## src/ccat_pkg.sv

```systemverilog
// ============================================================================
// ccat_pkg
// widths, codes and helpers of the circle / box contact test
// ============================================================================
package ccat_pkg;

  localparam int COORD_BITS  = 24;
  localparam int VW          = COORD_BITS + 1;
  localparam int SQ_W        = 2 * VW;
  localparam int RAD_W       = SQ_W + 2;
  localparam int ROOT_W      = RAD_W / 2;
  localparam int SQRT_STAGES = ROOT_W;
  localparam int NORM_FRAC   = 14;
  localparam int NORM_W      = 16;
  localparam int QUOT_W      = NORM_FRAC + 1;
  localparam int DIV_STAGES  = QUOT_W;
  localparam int NUM_W       = VW + NORM_FRAC + 1;
  localparam int PROD_W      = QUOT_W + COORD_BITS;
  localparam int LIMIT_W     = 8;

  localparam logic [QUOT_W-1:0] NORM_ONE  = QUOT_W'(1) << NORM_FRAC;
  localparam logic [PROD_W-1:0] NORM_HALF = PROD_W'(1) << (NORM_FRAC - 1);

  localparam logic [1:0] SHAPE_CIRCLE = 2'd0;
  localparam logic [1:0] SHAPE_RECT   = 2'd1;

  localparam logic [1:0] KIND_NONE = 2'd0;
  localparam logic [1:0] KIND_CC   = 2'd1;
  localparam logic [1:0] KIND_CR   = 2'd2;

  typedef logic signed [VW-1:0] vec_t;

  typedef struct packed {
    logic [1:0]            shape_a;
    logic [COORD_BITS-1:0] pos_a_x;
    logic [COORD_BITS-1:0] pos_a_y;
    logic [COORD_BITS-1:0] pos_a_z;
    logic [COORD_BITS-1:0] dim_a_first;
    logic [COORD_BITS-1:0] dim_a_second;
    logic [1:0]            shape_b;
    logic [COORD_BITS-1:0] pos_b_x;
    logic [COORD_BITS-1:0] pos_b_y;
    logic [COORD_BITS-1:0] pos_b_z;
    logic [COORD_BITS-1:0] dim_b_first;
    logic [COORD_BITS-1:0] dim_b_second;
  } raw_t;

  typedef struct packed {
    logic [1:0]            kind;
    logic                  swap;
    vec_t                  pc_x;
    vec_t                  pc_y;
    vec_t                  pc_z;
    logic [COORD_BITS-1:0] ra;
    logic [VW-1:0]         rad;
    vec_t                  pr_x;
    vec_t                  pr_y;
    vec_t                  pr_z;
    vec_t                  lo_x;
    vec_t                  hi_x;
    vec_t                  lo_y;
    vec_t                  hi_y;
    vec_t                  q_x;
    vec_t                  q_y;
    vec_t                  d_x;
    vec_t                  d_y;
    vec_t                  d_z;
    vec_t                  t_x;
    vec_t                  t_y;
    vec_t                  t_z;
    logic                  tol;
    logic                  hit;
    logic                  nrm;
    logic [2:0]            sgn;
    logic [VW-1:0]         depth;
  } ctx_t;

  function automatic vec_t sx(input logic [COORD_BITS-1:0] v);
    return {v[COORD_BITS-1], v};
  endfunction

  function automatic logic [VW-1:0] mag(input vec_t v);
    logic [VW-1:0] u;
    u = v;
    return v[VW-1] ? (~u + 1'b1) : u;
  endfunction

endpackage

```

## src/ccat_div.sv

```systemverilog
// ============================================================================
// ccat_div
// pipelined restoring divider, one quotient bit per stage
// ============================================================================
module ccat_div (
  input  logic                       clk,
  input  logic                       en,
  input  logic [ccat_pkg::NUM_W-1:0]  num,
  input  logic [ccat_pkg::ROOT_W-1:0] den,
  output logic [ccat_pkg::QUOT_W-1:0] quot
);
  import ccat_pkg::*;

  logic [NUM_W-1:0]  rem_d  [DIV_STAGES];
  logic [ROOT_W-1:0] den_d  [DIV_STAGES];
  logic [QUOT_W-1:0] quot_d [DIV_STAGES];
  logic [NUM_W-1:0]  rem_q  [DIV_STAGES];
  logic [ROOT_W-1:0] den_q  [DIV_STAGES];
  logic [QUOT_W-1:0] quot_q [DIV_STAGES];

  assign rem_d[0]  = num;
  assign den_d[0]  = den;
  assign quot_d[0] = '0;

  for (genvar s = 0; s < DIV_STAGES; s++) begin : g_stage
    localparam int B = DIV_STAGES - 1 - s;
    logic [NUM_W:0] dsh;

    if (s > 0) begin : g_link
      assign rem_d[s]  = rem_q[s-1];
      assign den_d[s]  = den_q[s-1];
      assign quot_d[s] = quot_q[s-1];
    end

    assign dsh = (NUM_W + 1)'(den_d[s]) << B;

    always_ff @(posedge clk) begin
      if (en) begin
        den_q[s] <= den_d[s];
        if ({1'b0, rem_d[s]} >= dsh) begin
          rem_q[s]  <= rem_d[s] - dsh[NUM_W-1:0];
          quot_q[s] <= quot_d[s] | (QUOT_W'(1) << B);
        end else begin
          rem_q[s]  <= rem_d[s];
          quot_q[s] <= quot_d[s];
        end
      end
    end
  end

  assign quot = quot_q[DIV_STAGES-1];

endmodule

```

## config.mk

```make
export PLATFORM = sky130hd
export DESIGN_NAME = ccat_div
export DESIGN_NICKNAME = d
export VERILOG_FILES = /design/src/ccat_pkg.sv /design/src/ccat_div.sv
export SDC_FILE = /design/constraint.sdc
export NUM_CORES = 2
export LEC_CHECK = 0
export ABC_AREA = 1
export BUFFER_PORTS_ARGS = -buffer_cell sky130_fd_sc_hd__buf_2
export CAP_MARGIN = 20
export CELL_PAD_IN_SITES_DETAIL_PLACEMENT = 0
export CELL_PAD_IN_SITES_GLOBAL_PLACEMENT = 2
export CORE_MARGIN = 1
export CORE_UTILIZATION = 28
export CTS_CLUSTER_DIAMETER = 80
export DETAILED_ROUTE_END_ITERATION = 7
export PLACE_DENSITY_LB_ADDON = 0.1
export SETUP_SLACK_MARGIN = 0.4
export SLEW_MARGIN = 20
export SYNTH_ARGS = -nofsm -noshare
export SYNTH_HDL_FRONTEND = slang
export SYNTH_SLANG_ARGS = --single-unit
export TNS_END_PERCENT = 50
```

## constraint.sdc

```tcl
create_clock -name clk -period 6.95 [get_ports clk]
set_input_delay 1.39 -clock clk [delete_from_list [all_inputs] [get_ports clk]]
set_output_delay 1.39 -clock clk [all_outputs]
set_load 0.005 [all_outputs]
```

==> results by group <==
Synthesis
  • Seq cells post-synth: 1044
  • Top post-synthesis cells by count: nand2_1 (3103), inv_1 (1659), edfxtp_1 (1044), nor2_1 (765), nand3_1 (590)
  • Synth top area cells: edfxtp_1 (45%), nand2_1 (17%), inv_1 (8.9%)
  • Synth unique cells: 56
  • Post-Syn Instances: 9109
  • Async SR Flop Fraction: 0%
  • Post-synth EDFFs: 1044
  • Count leader, synth: nand2_1
  • Synth top area share: 44.7%
  • Syn Nets: between 9000 and 10000
  • Prevailing post-synth register cell: edfxtp_1
  • Syn_area_per_cell: ~7.7 um^2
  • Largest area contributor in the synthesized netlist: edfxtp_1
  • Synth warnings: 0
  • Cell Area, Synth: 70100 um^2
  • Register area share after synthesis: 44.7%

Job
  • Maxcap violations: 0

Timing
  • Max-slew violations: 0
  • Fin crit share: 53.9%
  • Worst Tran Pin Value: 1.13 ns
  • RSZ-0062 raised after global routing: false
  • Clock Skew: 0.0358 ns
  • Peak Freq: about 270 MHz
  • Final hold violation count: 0
  • Slew HR: roughly a quarter
  • Total negative setup slack: 0 ns
  • # setup viols final: 0
  • Final setup margin: 3.20 ns
  • Crit path time final: 3.75 ns

Floorplan
  • CORE AREA: around 250000 um^2
  • Std cell rows: 183
  • Die height: 502 um
  • Die Wd: roughly 500 um
  • Die area: 252000 um^2
  • Initial Util: between 20% and 30%
  • I/O pin cnt: 83

Status
  • Outcome: completed

Setup path
  • CP peak stage delay: 0.54 ns
  • CP max stage cell: nand2_2
  • Req. time, crit path: 7.49 ns
  • Crit-path cells: inv_1 -> ha_1 -> inv_1 -> fa_1 -> nand3_1 -> nand3_1 -> nand2_1 -> nand2_1 -> nand2_1 -> nand2_2 -> nand3_1 -> nand2_2 -> inv_2 -> nand2_1 -> nand2_1 -> inv_1
  • Reg-to-Reg End: rem_q[1][184]$_DFFE_PP_
  • Max FO, Critical Path: 35
  • Worst EP arrival: 4.28 ns
  • Critical Path Source Type: flop
  • CP most frequent cell: nand2_1
  • Largest delay contributor family on the critical path: simple AND/OR/NAND/NOR gates
  • Critical Path End Type: flop
  • Reg2Reg Depth: 16
  • Crit path buffers/inverters: 4
  • RR Startpoint: rem_q[1][122]$_DFFE_PP_
  • Reg2reg setup slack: around 3.2 ns
  • Critical path type: flop to flop

Routing
  • Final ANT Viol Nets: 0
  • DR WL/cell: 21.1 um
  • Initial DRT Pass Iterations: 7
  • WL final: 267000 um
  • Vias/cell: 4.59
  • Detailed Route Iter0 Violations: 4253
  • Total vias in the final route: 58300
  • DRC: 0

Finish
  • Synthesis-to-layout area growth: 12.3%
  • Share of post-route cells with drive strength above 1: 5.07%
  • Nets: about 10000
  • Final std cells w/o fill: ~13000

Clock tree
  • CTS tree: yes
  • Clock Pin Slew Worst Setup and Hold Paths: 0.06 ns
  • Clock Path Buffers: 3
  • Postcts setup bufs: 0
  • Num Clock Sinks: 1044
  • Root buffer cell: clkbuf_16
  • H-tree depth: 4
  • Worst-Skew Late Latency: 0.80 ns
  • Cts hold-fix bufs: 0
  • Num CTS Buffers: between 100 and 150
  • Post-CTS sizing: 0

GRT
  • Vias in the first global route: 57300
  • GRT overflow: 0
  • GRT Resource Usage Total: 21.0%
  • Antenna violations before repair: 9
  • Largest net degree at the start of global routing: 167
  • First-pass GRT wire length: 389000 um

Place
  • PortBufs: 82
  • DP Cell Count: 12400
  • Routability Congestion: 0.885
  • Worst slack at placement: roughly 2.1 ns
  • Post-DP HPWL: 222000 um

Power and ir drop
  • Worst vdd ir: approximately 0.25 mV
  • Pleak: ~38 nW
  • PD cells: roughly 400 nW/um^2

Min path
  • Hold Path Cell Cnt: 0
  • Min-delay src: quot_q[1][22]$_DFFE_PP_
  • Hold EP: quot_q[1][37]$_DFFE_PP_
  • Hold Path Class: flop to flop
## per-layer routing
metal  vias up  track usage, %  wire length [um]
li1      29600               -                 -
met1     27500            29.8            131000
met2       992            34.1            122000
met3       253            2.42             10100
met4         4            4.42              5070
met5         -               0                22
## layout make-up
class	count	area, um^2
multi-input cells	6282	31700
clock inverters	92	876
well taps	3330	4170
diodes	2	5.00
clock buffers	166	3730
repair buffers	102	671
flip-flops and latches	1044	31400
inverters	1672	6280
fillers	26900	170000
## cell families after synthesis
| family | Yosys count | share of synthesized area (%) |
|---|---|---|
| flops | 1044 | 44.7 |
| compound gates | 672 | 5.25 |
| xor+xnor | 210 | 2.62 |
| buf+inv | 1783 | 10.1 |
| simple gates | 4996 | 30.0 |
| fa+ha+maj | 404 | 7.36 |
## where the power goes
group	switching [W]	total [W]	internal, W	leakage, nW
Sequential	0.00143	0.0103	0.00888	10.1
Clock	0.00301	0.00720	0.00419	2.23
Combinational	0.00944	0.0138	0.00432	25.2
Total	0.0139	0.0313	0.0174	37.5
## worst register-to-register path: stages (launching register included)
cell and delay [ns]:
edfxtp_1 0.42, inv_1 0.08, ha_1 0.13, inv_1 0.10
fa_1 0.52, nand3_1 0.11, nand3_1 0.22, nand2_1 0.12
nand2_1 0.19, nand2_1 0.14, nand2_2 0.09, nand3_1 0.10
nand2_2 0.54, inv_2 0.51, nand2_1 0.09, nand2_1 0.09
inv_1 0.04
## cell usage in the layout, fill, tap and decap left out, drive strengths merged
cell / instances
bufinv: 8
nand2b: 1
a21oi: 400
nor4: 22
nand2: 3132
clkinv: 60
edfxtp: 1044
nor3b: 2
xor2: 160
nor3: 97
o211ai: 2
xnor2: 50
ha: 390
o21bai: 56
nor2: 803
clkbuf: 166
inv: 1687
o2111ai: 1
diode: 2
nand4: 234
a21boi: 4
o21ai: 198
or2: 19
buf: 102
o21a: 7
nand3b: 45
a21o: 4
and3: 6
nand3: 610
clkinvlp: 9
fa: 14
and2: 25
## per-stage QoR
step	hold WS (ns)	area (um^2)	total power, W	util [%]
6_report	0.398	78800	0.0313	31.7
2_1_floorplan	0.400	70100	0.0191	-
5_1_grt	0.407	78800	0.0337	31.7
3_5_place_dp	0.405	74100	0.0243	29.8
3_3_place_gp	0.401	74100	0.0244	29.8
4_1_cts	0.398	78700	0.0317	31.6
## flip-flops by register name (all words and copies together) (netlist names)
name    cells
rem_q     560
quot_q    120
den_q     364
## worst max-delay path by stage
stage / startpoint / endpoint / depth (start not counted)
finish: rem_q[1][122]$_DFFE_PP_ / rem_q[1][184]$_DFFE_PP_ / 16
global route: rem_q[1][122]$_DFFE_PP_ / rem_q[1][182]$_DFFE_PP_ / 16
CTS: en / rem_q[1][26]$_DFFE_PP_ / 9
detailed placement: en / rem_q[1][26]$_DFFE_PP_ / 9
global placement: en / rem_q[1][26]$_DFFE_PP_ / 9
floorplan: en / quot_q[1][62]$_SDFFCE_PN1P_ / 3
No activity file was read; power rests on OpenSTA's default activity.
